File: config.mk
export PLATFORM = sky130hd
export DESIGN_NAME = battery_level_gauge
export DESIGN_NICKNAME = d
export VERILOG_FILES = /design/src/sv/blg_pkg.sv /design/src/sv/blg_divider.sv /design/src/sv/blg_datapath.sv /design/src/sv/blg_controller.sv /design/src/sv/battery_level_gauge.sv
export SDC_FILE = /design/constraint.sdc
export NUM_CORES = 1
export LEC_CHECK = 0
export BUFFER_PORTS_ARGS = -buffer_cell sky130_fd_sc_hd__buf_2
export CAP_MARGIN = 5
export CORE_ASPECT_RATIO = 1.75
export CORE_UTILIZATION = 40
export DETAILED_ROUTE_END_ITERATION = 12
export PLACE_DENSITY = 0.6
export SYNTH_ARGS = -nofsm -noshare
export SYNTH_HDL_FRONTEND = slang
export SYNTH_SLANG_ARGS = --single-unit
File: constraint.sdc
create_clock -name clock -period 14 [get_ports clock]
set_input_delay 4.2 -clock clock [delete_from_list [all_inputs] [get_ports clock]]
set_output_delay 4.2 -clock clock [all_outputs]
set_load 0.01 [all_outputs]
File: src/sv/blg_pkg.sv
`timescale 1ns / 1ps
// Package for the battery level gauge.
// Holds the transfer payload types, command and register codes, and shared constants.
// No dependencies.
package blg_pkg;

   localparam int CMD_WIDTH      = 2;
   localparam int MV_WIDTH       = 12;
   localparam int PCT_WIDTH      = 7;
   localparam int INTERVAL_WIDTH = 16;
   localparam int COUNT_WIDTH    = 7;
   localparam int SUM_WIDTH      = 19;
   localparam int CSR_IDX_WIDTH  = 2;
   localparam int CSR_DATA_WIDTH = 16;

   localparam logic [CMD_WIDTH-1:0] CMD_TICK   = 2'd0;
   localparam logic [CMD_WIDTH-1:0] CMD_SAMPLE = 2'd1;
   localparam logic [CMD_WIDTH-1:0] CMD_INIT   = 2'd2;

   localparam logic [CSR_IDX_WIDTH-1:0] CSR_FULL_MV      = 2'd0;
   localparam logic [CSR_IDX_WIDTH-1:0] CSR_EMPTY_MV     = 2'd1;
   localparam logic [CSR_IDX_WIDTH-1:0] CSR_DEBOUNCE_PCT = 2'd2;
   localparam logic [CSR_IDX_WIDTH-1:0] CSR_INTERVAL_MS  = 2'd3;

   localparam logic [MV_WIDTH-1:0]       FULL_MV_RESET      = 12'd2100;
   localparam logic [MV_WIDTH-1:0]       EMPTY_MV_RESET     = 12'd1650;
   localparam logic [PCT_WIDTH-1:0]      DEBOUNCE_PCT_RESET = 7'd2;
   localparam logic [INTERVAL_WIDTH-1:0] INTERVAL_MS_RESET  = 16'd30000;

   localparam logic [PCT_WIDTH-1:0] PCT_FULL    = 7'd100;
   localparam logic [PCT_WIDTH-1:0] PCT_EMPTY   = 7'd0;
   localparam logic [PCT_WIDTH-1:0] LEVEL_SCALE = 7'd100;

   localparam int DIVIDEND_WIDTH    = SUM_WIDTH;
   localparam int DIVISOR_WIDTH     = MV_WIDTH;
   localparam int DIV_BITS_PER_STEP = 3;
   localparam int DIV_STEPS         = 7;
   localparam int DIV_WIDTH         = DIV_BITS_PER_STEP * DIV_STEPS;
   localparam int DIV_STEP_WIDTH    = 3;

   typedef struct packed {
      logic [CMD_WIDTH-1:0] command;
      logic [MV_WIDTH-1:0]  sample_mv;
   } req_type;

   typedef struct packed {
      logic [PCT_WIDTH-1:0] shown_percent;
      logic                 shown_valid;
      logic                 level_changed;
      logic                 window_open;
      logic [MV_WIDTH-1:0]  average_mv;
   } rsp_type;

   typedef struct packed {
      logic load_req;
      logic exec_item;
      logic avg_start;
      logic lvl_prep;
      logic lvl_start;
      logic lvl_finish;
      logic out_load;
   } ctrl_cmd_type;

   typedef struct packed {
      logic [CMD_WIDTH-1:0] command;
      logic                 collecting;
      logic                 window_full;
      logic                 lvl_direct;
      logic                 div_done;
   } dp_status_type;

endpackage

File: src/sv/blg_divider.sv
`timescale 1ns / 1ps
// Restoring divider for the battery level gauge, three quotient bits per cycle.
// Depends on blg_pkg for widths and step counts.
module blg_divider (
   input  logic                               clock,
   input  logic                               reset,
   input  logic                               start,
   input  logic [blg_pkg::DIVIDEND_WIDTH-1:0] dividend,
   input  logic [blg_pkg::DIVISOR_WIDTH-1:0]  divisor,
   output logic                               done,
   output logic [blg_pkg::DIVIDEND_WIDTH-1:0] quotient
);

   logic [blg_pkg::DIV_WIDTH-1:0]      work_ff, work_in;
   logic [blg_pkg::DIVISOR_WIDTH-1:0]  rem_ff, rem_in;
   logic [blg_pkg::DIV_STEP_WIDTH-1:0] step_ff, step_in;
   logic                               busy_ff, busy_in;
   logic                               done_ff, done_in;

   logic [blg_pkg::DIVISOR_WIDTH-1:0]     rem_step;
   logic [blg_pkg::DIVISOR_WIDTH:0]       trial;
   logic [blg_pkg::DIV_BITS_PER_STEP-1:0] qbits;

   always_comb begin
      rem_step = rem_ff;
      qbits    = '0;
      for (int i = 0; i < blg_pkg::DIV_BITS_PER_STEP; i++) begin
         trial = {rem_step, work_ff[blg_pkg::DIV_WIDTH-1-i]};
         if (trial >= {1'b0, divisor}) begin
            rem_step = blg_pkg::DIVISOR_WIDTH'(trial - {1'b0, divisor});
            qbits[blg_pkg::DIV_BITS_PER_STEP-1-i] = 1'b1;
         end else begin
            rem_step = trial[blg_pkg::DIVISOR_WIDTH-1:0];
         end
      end
   end

   always_comb begin
      work_in = work_ff;
      rem_in  = rem_ff;
      step_in = step_ff;
      busy_in = busy_ff;
      done_in = 1'b0;
      if (start) begin
         work_in = {{(blg_pkg::DIV_WIDTH-blg_pkg::DIVIDEND_WIDTH){1'b0}}, dividend};
         rem_in  = '0;
         step_in = '0;
         busy_in = 1'b1;
      end else if (busy_ff) begin
         work_in = {work_ff[blg_pkg::DIV_WIDTH-blg_pkg::DIV_BITS_PER_STEP-1:0], qbits};
         rem_in  = rem_step;
         step_in = step_ff + 1'b1;
         if (step_ff == blg_pkg::DIV_STEP_WIDTH'(blg_pkg::DIV_STEPS - 1)) begin
            busy_in = 1'b0;
            done_in = 1'b1;
         end
      end
   end

   always_ff @(posedge clock) begin
      if (reset) begin
         busy_ff <= 1'b0;
         done_ff <= 1'b0;
         step_ff <= '0;
      end else begin
         busy_ff <= busy_in;
         done_ff <= done_in;
         step_ff <= step_in;
      end
      work_ff <= work_in;
      rem_ff  <= rem_in;
   end

   assign done     = done_ff;
   assign quotient = work_ff[blg_pkg::DIVIDEND_WIDTH-1:0];

endmodule

File: src/sv/blg_datapath.sv
`timescale 1ns / 1ps
// Datapath of the battery level gauge: configuration, gauge state, level mapping and result.
// Depends on blg_pkg and blg_divider.
module blg_datapath #(
   parameter int SAMPLES = 16
) (
   input  logic                                 clock,
   input  logic                                 reset,
   input  blg_pkg::req_type                     req_data,
   input  logic                                 csr_write,
   input  logic [blg_pkg::CSR_IDX_WIDTH-1:0]    csr_index,
   input  logic [blg_pkg::CSR_DATA_WIDTH-1:0]   csr_data,
   input  blg_pkg::ctrl_cmd_type                cmd,
   output blg_pkg::dp_status_type               status,
   output blg_pkg::rsp_type                     rsp_data
);

   // The average is a multiplication by a rounded-up reciprocal, which is exact for
   // every window sum of the register width and up to 64 samples.
   localparam int AVG_SHIFT     = 25;
   localparam int AVG_RECIP     = ((1 << AVG_SHIFT) + SAMPLES - 1) / SAMPLES;
   localparam int PRODUCT_WIDTH = blg_pkg::SUM_WIDTH + AVG_SHIFT + 1;

   logic [blg_pkg::MV_WIDTH-1:0]       full_mv_ff, empty_mv_ff;
   logic [blg_pkg::PCT_WIDTH-1:0]      debounce_ff;
   logic [blg_pkg::INTERVAL_WIDTH-1:0] interval_ff;

   logic [blg_pkg::CMD_WIDTH-1:0]      cmd_ff;
   logic [blg_pkg::MV_WIDTH-1:0]       mv_ff;

   logic [blg_pkg::INTERVAL_WIDTH-1:0] elapsed_ff, elapsed_in;
   logic                               collecting_ff, collecting_in;
   logic [blg_pkg::COUNT_WIDTH-1:0]    count_ff, count_in;
   logic [blg_pkg::SUM_WIDTH-1:0]      sum_ff, sum_in;
   logic [blg_pkg::PCT_WIDTH-1:0]      level_ff, level_in;
   logic                               level_valid_ff, level_valid_in;
   logic [blg_pkg::MV_WIDTH-1:0]       average_ff, average_in;
   logic                               changed_ff, changed_in;

   logic                               direct_ff;
   logic [blg_pkg::PCT_WIDTH-1:0]      direct_val_ff;
   logic [blg_pkg::SUM_WIDTH-1:0]      numerator_ff;
   blg_pkg::rsp_type                   rsp_ff;

   logic [blg_pkg::INTERVAL_WIDTH-1:0] elapsed_inc;
   logic [blg_pkg::MV_WIDTH-1:0]       src_mv, span_mv, diff_mv;
   logic [blg_pkg::PCT_WIDTH-1:0]      pct;
   logic [blg_pkg::PCT_WIDTH:0]        delta;
   logic [PRODUCT_WIDTH-1:0]           avg_product;
   logic                               div_start, div_done;
   logic [blg_pkg::DIVIDEND_WIDTH-1:0] div_dividend, div_quotient;
   logic [blg_pkg::DIVISOR_WIDTH-1:0]  div_divisor;

   assign elapsed_inc = (elapsed_ff == '1) ? elapsed_ff : elapsed_ff + 1'b1;
   assign src_mv      = (cmd_ff == blg_pkg::CMD_INIT) ? mv_ff : average_ff;
   assign span_mv     = full_mv_ff - empty_mv_ff;
   assign diff_mv     = src_mv - empty_mv_ff;
   assign pct         = direct_ff ? direct_val_ff : div_quotient[blg_pkg::PCT_WIDTH-1:0];
   assign avg_product = PRODUCT_WIDTH'(sum_ff) * PRODUCT_WIDTH'(AVG_RECIP);

   always_comb begin
      if (level_valid_ff) begin
         delta = (pct >= level_ff) ? {1'b0, pct - level_ff} : {1'b0, level_ff - pct};
      end else begin
         delta = {1'b0, pct} + 1'b1;
      end
   end

   assign div_start    = cmd.lvl_start;
   assign div_dividend = numerator_ff;
   assign div_divisor  = span_mv;

   blg_divider u_divider (
      .clock    (clock),
      .reset    (reset),
      .start    (div_start),
      .dividend (div_dividend),
      .divisor  (div_divisor),
      .done     (div_done),
      .quotient (div_quotient)
   );

   always_comb begin
      elapsed_in     = elapsed_ff;
      collecting_in  = collecting_ff;
      count_in       = count_ff;
      sum_in         = sum_ff;
      level_in       = level_ff;
      level_valid_in = level_valid_ff;
      average_in     = average_ff;
      changed_in     = changed_ff;
      if (cmd.load_req) begin
         changed_in = 1'b0;
      end
      if (cmd.exec_item) begin
         unique case (cmd_ff)
            blg_pkg::CMD_TICK: begin
               if (!collecting_ff && elapsed_inc >= interval_ff) begin
                  collecting_in = 1'b1;
                  elapsed_in    = '0;
                  count_in      = '0;
                  sum_in        = '0;
               end else begin
                  elapsed_in = elapsed_inc;
               end
            end
            blg_pkg::CMD_SAMPLE: begin
               if (collecting_ff) begin
                  sum_in   = sum_ff + blg_pkg::SUM_WIDTH'(mv_ff);
                  count_in = count_ff + 1'b1;
               end
            end
            blg_pkg::CMD_INIT: begin
               elapsed_in    = '0;
               collecting_in = 1'b0;
               count_in      = '0;
               sum_in        = '0;
            end
            default: begin
            end
         endcase
      end
      if (cmd.avg_start) begin
         collecting_in = 1'b0;
         count_in      = '0;
         sum_in        = '0;
         average_in    = avg_product[AVG_SHIFT +: blg_pkg::MV_WIDTH];
      end
      if (cmd.lvl_finish) begin
         if (cmd_ff == blg_pkg::CMD_INIT || delta >= {1'b0, debounce_ff}) begin
            level_in       = pct;
            level_valid_in = 1'b1;
            changed_in     = 1'b1;
         end
      end
   end

   always_ff @(posedge clock) begin
      if (reset) begin
         full_mv_ff     <= blg_pkg::FULL_MV_RESET;
         empty_mv_ff    <= blg_pkg::EMPTY_MV_RESET;
         debounce_ff    <= blg_pkg::DEBOUNCE_PCT_RESET;
         interval_ff    <= blg_pkg::INTERVAL_MS_RESET;
         elapsed_ff     <= '0;
         collecting_ff  <= 1'b0;
         count_ff       <= '0;
         sum_ff         <= '0;
         level_ff       <= '0;
         level_valid_ff <= 1'b0;
         average_ff     <= '0;
         changed_ff     <= 1'b0;
      end else begin
         if (csr_write) begin
            unique case (csr_index)
               blg_pkg::CSR_FULL_MV:      full_mv_ff  <= csr_data[blg_pkg::MV_WIDTH-1:0];
               blg_pkg::CSR_EMPTY_MV:     empty_mv_ff <= csr_data[blg_pkg::MV_WIDTH-1:0];
               blg_pkg::CSR_DEBOUNCE_PCT: debounce_ff <= csr_data[blg_pkg::PCT_WIDTH-1:0];
               blg_pkg::CSR_INTERVAL_MS:  interval_ff <= csr_data;
               default: begin
               end
            endcase
         end
         elapsed_ff     <= elapsed_in;
         collecting_ff  <= collecting_in;
         count_ff       <= count_in;
         sum_ff         <= sum_in;
         level_ff       <= level_in;
         level_valid_ff <= level_valid_in;
         average_ff     <= average_in;
         changed_ff     <= changed_in;
      end
   end

   always_ff @(posedge clock) begin
      if (cmd.load_req) begin
         cmd_ff <= req_data.command;
         mv_ff  <= req_data.sample_mv;
      end
      if (cmd.lvl_prep) begin
         direct_ff     <= (src_mv >= full_mv_ff) || (src_mv <= empty_mv_ff);
         direct_val_ff <= (src_mv >= full_mv_ff) ? blg_pkg::PCT_FULL : blg_pkg::PCT_EMPTY;
         numerator_ff  <= {{(blg_pkg::SUM_WIDTH-blg_pkg::MV_WIDTH){1'b0}}, diff_mv}
                          * blg_pkg::SUM_WIDTH'(blg_pkg::LEVEL_SCALE);
      end
      if (cmd.out_load) begin
         rsp_ff.shown_percent <= level_valid_ff ? level_ff : '0;
         rsp_ff.shown_valid   <= level_valid_ff;
         rsp_ff.level_changed <= changed_ff;
         rsp_ff.window_open   <= collecting_ff;
         rsp_ff.average_mv    <= average_ff;
      end
   end

   assign status.command     = cmd_ff;
   assign status.collecting  = collecting_ff;
   assign status.window_full = ((count_ff + 1'b1) >= blg_pkg::COUNT_WIDTH'(SAMPLES));
   assign status.lvl_direct  = direct_ff;
   assign status.div_done    = div_done;
   assign rsp_data           = rsp_ff;

endmodule

File: src/sv/blg_controller.sv
`timescale 1ns / 1ps
// Controller state machine of the battery level gauge.
// Depends on blg_pkg for the command codes and the command and status structs.
module blg_controller (
   input  logic                   clock,
   input  logic                   reset,
   input  logic                   req_valid,
   output logic                   req_ready,
   output logic                   rsp_valid,
   input  logic                   rsp_ready,
   input  blg_pkg::dp_status_type status,
   output blg_pkg::ctrl_cmd_type  cmd
);

   localparam logic [3:0] S_IDLE       = 4'd0;
   localparam logic [3:0] S_DECODE     = 4'd1;
   localparam logic [3:0] S_AVG_START  = 4'd2;
   localparam logic [3:0] S_LVL_PREP   = 4'd4;
   localparam logic [3:0] S_LVL_CHECK  = 4'd5;
   localparam logic [3:0] S_LVL_WAIT   = 4'd6;
   localparam logic [3:0] S_LVL_FINISH = 4'd7;
   localparam logic [3:0] S_DONE       = 4'd8;

   logic [3:0] state_ff, state_in;
   logic       rsp_valid_ff, rsp_valid_in;
   logic       out_free;

   assign out_free = !rsp_valid_ff || rsp_ready;

   always_comb begin
      state_in = state_ff;
      cmd      = '0;
      unique case (state_ff)
         S_IDLE: begin
            if (req_valid) begin
               cmd.load_req = 1'b1;
               state_in     = S_DECODE;
            end
         end
         S_DECODE: begin
            cmd.exec_item = 1'b1;
            if (status.command == blg_pkg::CMD_SAMPLE && status.collecting
                && status.window_full) begin
               state_in = S_AVG_START;
            end else if (status.command == blg_pkg::CMD_INIT) begin
               state_in = S_LVL_PREP;
            end else begin
               state_in = S_DONE;
            end
         end
         S_AVG_START: begin
            cmd.avg_start = 1'b1;
            state_in      = S_LVL_PREP;
         end
         S_LVL_PREP: begin
            cmd.lvl_prep = 1'b1;
            state_in     = S_LVL_CHECK;
         end
         S_LVL_CHECK: begin
            if (status.lvl_direct) begin
               state_in = S_LVL_FINISH;
            end else begin
               cmd.lvl_start = 1'b1;
               state_in      = S_LVL_WAIT;
            end
         end
         S_LVL_WAIT: begin
            if (status.div_done) begin
               state_in = S_LVL_FINISH;
            end
         end
         S_LVL_FINISH: begin
            cmd.lvl_finish = 1'b1;
            state_in       = S_DONE;
         end
         S_DONE: begin
            if (out_free) begin
               cmd.out_load = 1'b1;
               state_in     = S_IDLE;
            end
         end
         default: begin
            state_in = S_IDLE;
         end
      endcase
   end

   always_comb begin
      if (cmd.out_load) begin
         rsp_valid_in = 1'b1;
      end else if (rsp_ready) begin
         rsp_valid_in = 1'b0;
      end else begin
         rsp_valid_in = rsp_valid_ff;
      end
   end

   always_ff @(posedge clock) begin
      if (reset) begin
         state_ff     <= S_IDLE;
         rsp_valid_ff <= 1'b0;
      end else begin
         state_ff     <= state_in;
         rsp_valid_ff <= rsp_valid_in;
      end
   end

   assign req_ready = (state_ff == S_IDLE);
   assign rsp_valid = rsp_valid_ff;

   a_accept_decodes: assert property (@(posedge clock) disable iff (reset)
      (req_valid && req_ready) |=> (state_ff == S_DECODE))
      else $error("Accepted request did not move to decode.");

   a_single_command: assert property (@(posedge clock) disable iff (reset)
      $onehot0(cmd))
      else $error("More than one datapath command issued in a cycle.");

   a_load_shows_result: assert property (@(posedge clock) disable iff (reset)
      cmd.out_load |=> rsp_valid)
      else $error("Result register loaded but no result offered.");

   a_average_then_level: assert property (@(posedge clock) disable iff (reset)
      (state_ff == S_AVG_START) |=> (state_ff == S_LVL_PREP))
      else $error("Average did not lead to level mapping.");

endmodule

File: src/sv/battery_level_gauge.sv
`timescale 1ns / 1ps
// Battery level gauge: turns millisecond ticks and ADC samples into a debounced percent.
// The request channel carries a command (tick, sample or initial reading) and millivolts.
// Every accepted request yields exactly one transfer on the response channel, carrying
// the shown percent, its valid flag, a change flag, the window state and the last average.
// The csr channel writes full_mv, empty_mv, debounce_pct and interval_ms by index; it is
// always ready and should be used only while the gauge is idle.
// One request is processed at a time. A tick, a sample inside an unfinished window, an
// ignored sample or an unused command goes from decode straight to the result. An
// initial reading goes through level mapping, which skips the divider when the reading
// lies at or beyond a limit. A sample that closes the window first forms its average by
// a reciprocal multiplication and is then mapped on the same terms; the divider that
// maps the percent produces three quotient bits per cycle in seven steps.
// Synchronous reset restores the register defaults, clears all gauge state and drops
// any pending response. When the receiver stalls, the response is held in the output
// register; the gauge may take the next request meanwhile but holds its result until
// the previous one has been transferred.
// Depends on blg_pkg, blg_controller, blg_datapath and blg_divider.
module battery_level_gauge #(
   parameter int SAMPLES = 16
) (
   input  logic                               clock,
   input  logic                               reset,
   input  logic                               req_valid,
   output logic                               req_ready,
   input  blg_pkg::req_type                   req_data,
   output logic                               rsp_valid,
   input  logic                               rsp_ready,
   output blg_pkg::rsp_type                   rsp_data,
   input  logic                               csr_valid,
   output logic                               csr_ready,
   input  logic [blg_pkg::CSR_IDX_WIDTH-1:0]  csr_index,
   input  logic [blg_pkg::CSR_DATA_WIDTH-1:0] csr_data
);

   blg_pkg::ctrl_cmd_type  cmd;
   blg_pkg::dp_status_type status;

   assign csr_ready = 1'b1;

   blg_controller u_controller (
      .clock     (clock),
      .reset     (reset),
      .req_valid (req_valid),
      .req_ready (req_ready),
      .rsp_valid (rsp_valid),
      .rsp_ready (rsp_ready),
      .status    (status),
      .cmd       (cmd)
   );

   blg_datapath #(
      .SAMPLES (SAMPLES)
   ) u_datapath (
      .clock     (clock),
      .reset     (reset),
      .req_data  (req_data),
      .csr_write (csr_valid & csr_ready),
      .csr_index (csr_index),
      .csr_data  (csr_data),
      .cmd       (cmd),
      .status    (status),
      .rsp_data  (rsp_data)
   );

endmodule
==> results.cfg <==
[die]
start_util_pct = 40.41
die_h_um = 251.4
die_w_um = 144.5
core_sq_um = 35180
dieArea_sq_um = 36330
io_pins = 62
rows = 91

[clock_network]
cts_buffers = 20
clock_tree.root_cell = clkbuf_16
cts_tree = built
clk_latency_ns = 0.52
clk_pin_slew_ns = 0.08
cts_resized = 0
postCtsHoldBufs = 0
postCtsSetupBuffers = 0
clock_sinks = 206
htreeDepth = 1
clock_path_buffers = 3

[detailed_routing]
drtIter0Drc = 473
routed_wl_um = 38450
wire_per_inst_um = 17.84
drtPass1Iterations = 5
vias = 11600
antenna_left = 0
viasPerCell = 5.382
drc_errors = 0

[global_route]
grt_usage_pct = 21.73
grt_pass1_vias = 11520
antenna_found_initial = 0
grt_pass1_wl_um = 60920
gr-total-overflow = 0
grt_max_degree = 63

[setup_path]
cp-start-kind = flip-flop
path_buf_inv = 2
rrSetupSlack_ns = 2.82
crit_type = reg -> reg
end_kind = flip-flop
worstPathArrival_ns = 11.63
required_ns = 14.45
r2r_start = u_datapath.empty_mv_ff[1]
slowest_delay_ns = 0.51
critPathSlowestCell = or4_1
r2r_cells = 44
cpLargestDelayFamily = compound AO/OA/AOI/OAI gates
path_max_fanout = 21
cpMostUsedCell = o21ai_0
worst_r2r_endpoint = u_datapath.u_divider.rem_ff[1]

[worst_hold_path]
hp-class = reg -> reg
hold_start = u_datapath.changed_ff
holdPathEnd = u_datapath.rsp_data[13]
holdPathStages = 0

[pwr]
seqPwrFrac_pct = 19.1
switchingPower_mw = 1.861
cellLeakagePower_nw = 6.750
power_frac_comb_pct = 66.0
power.density_nw_per_um2 = 245.2
clkPwrFrac_pct = 14.9
power.share.switching_pct = 48.60
p_total_mw = 3.828
cellInternalPower_mw = 1.968
max-vdd-ir-drop_uv = 178.5

[sta]
rsz0062_at_grt = no
worstMarginPinSlew_ns = 1.073
hold_viol_final = 0
skew_ns = 0.01512
hold_slack_ns = 0.4476
fmax_mhz = 89.43
min_period_ns = 11.18
finalCritPeriodShare_pct = 79.87
slew_viol_final = 0
finalSetupTns_ns = 0
setup_violations = 0
slew_headroom_pct = 28.40

[synth]
synth_area_sq_um = 14220
syn_area_per_cell_sq_um = 8.633
ys_warn_count = 0
ys_seq_area_share_pct = 34.21
synth_top_flop_cell = dfxtp_1
synthesis.nets = 1861
synthCells = 1647
ys_ff_latch = 206
synth.distinct_cells = 79
synthArstFlopShare_pct = 0
synth_edf_count = 74

[job]
maxCapViolations = 0

[finish]
fill_cells = 3461
drive_gt1_share_pct = 8.462
syn_to_final_growth_pct = 9.794
nets = 1890
antennaDiodeCount = 0
instances_no_fill = 2155

[place]
dp_cells = 2119
place.gp.congestion = 0.9233
portBuffers = 60
dp_hpwl_um = 30490

[run_status]
status = finished, final reports clean
[cells in the final DEF, fill, tap and decap left out, types with 7 or more instances in the layout]
cell type    n
a211o_1     14
a211oi_1     7
a21o_1      43
a21oi_1    123
a31oi_1     19
and2_1       8
and3_1      10
buf_2       60
buf_4       11
clkbuf_16   21
dfxtp_1    132
edfxtp_1    74
fa_1        15
ha_1       162
inv_1      139
mux2_2      16
mux2i_1     21
nand2_1    218
nand2b_1    29
nand3_1     41
nand3b_1    14
nand4_1     19
nor2_1     115
nor2b_1     31
nor3_1      20
o21a_1      14
o21ai_0     90
o21bai_1    19
xnor2_1     52
xor2_1      42
[synth_stat cells, types with 5 or more instances]
cell type    n  share of area, %
nand2_1    218               5.8
ha_1       162                14
inv_1      139               3.7
dfxtp_1    132                19
a21oi_1    123               4.3
nor2_1     115               3.0
o21ai_0     90               3.2
edfxtp_1    74                16
clkbuf_1    52               1.4
xnor2_1     52               3.2
a21o_1      43               2.3
xor2_1      42               2.6
nand3_1     41               1.4
nor2b_1     32               1.4
nand2b_1    29               1.3
mux2i_1     21               1.5
nor3_1      21              0.74
a31oi_1     19              0.84
nand4_1     19              0.84
o21bai_1    19               1.0
mux2_2      16               1.3
fa_1        15               2.1
a211o_1     14              0.86
nand3b_1    14              0.74
o21a_1      14              0.74
and3_1      10              0.44
and2_1       8              0.35
a211oi_1     7              0.37
o211ai_1     6              0.32
o31ai_1      6              0.32
or3_1        6              0.26
buf_2        5              0.18
or2_2        5              0.22
[cells by family after synthesis]
logic type	Yosys count	synth area share (%)
buffers and inverters	204	5.561
DFF	206	34.21
and+or+nand+nor	539	17.66
AOI/OAI and AO/OA	386	17.35
xor gates and xnor gates	94	5.790
muxes	39	2.957
other	1	0.02637
adders and majority gates	178	16.44
[power by group through the flow]
stage	combinational, mW	sequential, mW	clock (mW)
after floorplan	1.93	0.724	0
after global placement	2.49	0.743	0
after detailed placement	2.49	0.742	0
after CTS	2.51	0.729	0.587
after global routing	2.78	0.733	0.608
final	2.53	0.730	0.572
[registers in the layout, summed over array words and instances, names as in the netlist, 2 cells and up]
signal and flops:
u_datapath.elapsed_ff 16, u_datapath.div_dividend 17, u_datapath.average_ff 12, u_datapath.full_mv_ff 12
u_datapath.count_ff 7, u_datapath.sum_ff 16, u_controller.state_ff 4, u_datapath.interval_ff 16
u_datapath.rsp_data 22, u_datapath.cmd_ff 2, u_datapath.debounce_ff 7, u_datapath.mv_ff 12
u_datapath.u_divider.rem_ff 12, u_datapath.u_divider.work_ff 21, u_datapath.u_divider.step_ff 3, u_datapath.empty_mv_ff 12
u_datapath.level_ff 7
[cell type report]
type	count	area (sq um)	share of cell area (%)
Clock buffer	30	609.3	3.903
Clock inverter	6	71.32	0.4568
Inverter	140	525.5	3.366
Multi-Input combinational cell	1237	8576	54.93
Sequential cell	206	4865	31.16
Tap cell	465	581.8	3.727
Timing Repair Buffer	71	382.9	2.453
[metrics by stage]
step	util [%]	setup slack, ns	cell area (sq um)
2_1_floorplan	-	4.825	14220
3_3_place_gp	42.44	3.307	14930
3_5_place_dp	42.44	2.938	14930
4_1_cts	44.37	2.906	15610
5_1_grt	44.37	1.919	15610
6_report	44.37	2.818	15610
[worst max path at each step]
stage | from | endpoint | slack, ns | depth (start not counted)
5_1_grt | u_datapath.empty_mv_ff[1] | u_datapath.u_divider.rem_ff[1] | 1.92 | 44
2_1_floorplan | u_datapath.empty_mv_ff[1] | u_datapath.u_divider.rem_ff[9] | 4.83 | 47
3_3_place_gp | u_datapath.empty_mv_ff[1] | u_datapath.u_divider.rem_ff[1] | 3.31 | 44
3_5_place_dp | u_datapath.empty_mv_ff[1] | u_datapath.u_divider.rem_ff[1] | 2.94 | 44
6_report | u_datapath.empty_mv_ff[1] | u_datapath.u_divider.rem_ff[1] | 2.82 | 44
4_1_cts | u_datapath.empty_mv_ff[1] | u_datapath.u_divider.rem_ff[1] | 2.91 | 44
[routing by layer]
layer / up-vias / part of all wire, % / track usage [%]
met2: 204 / 56 / 42.91
li1: 5782 / - / -
met3: 87 / 2.1 / 1.727
met4: 0 / 5.4 / 11.70
met5: - / 0 / 0
met1: 5525 / 37 / 21.72
No activity file was read; power rests on OpenSTA's default activity.
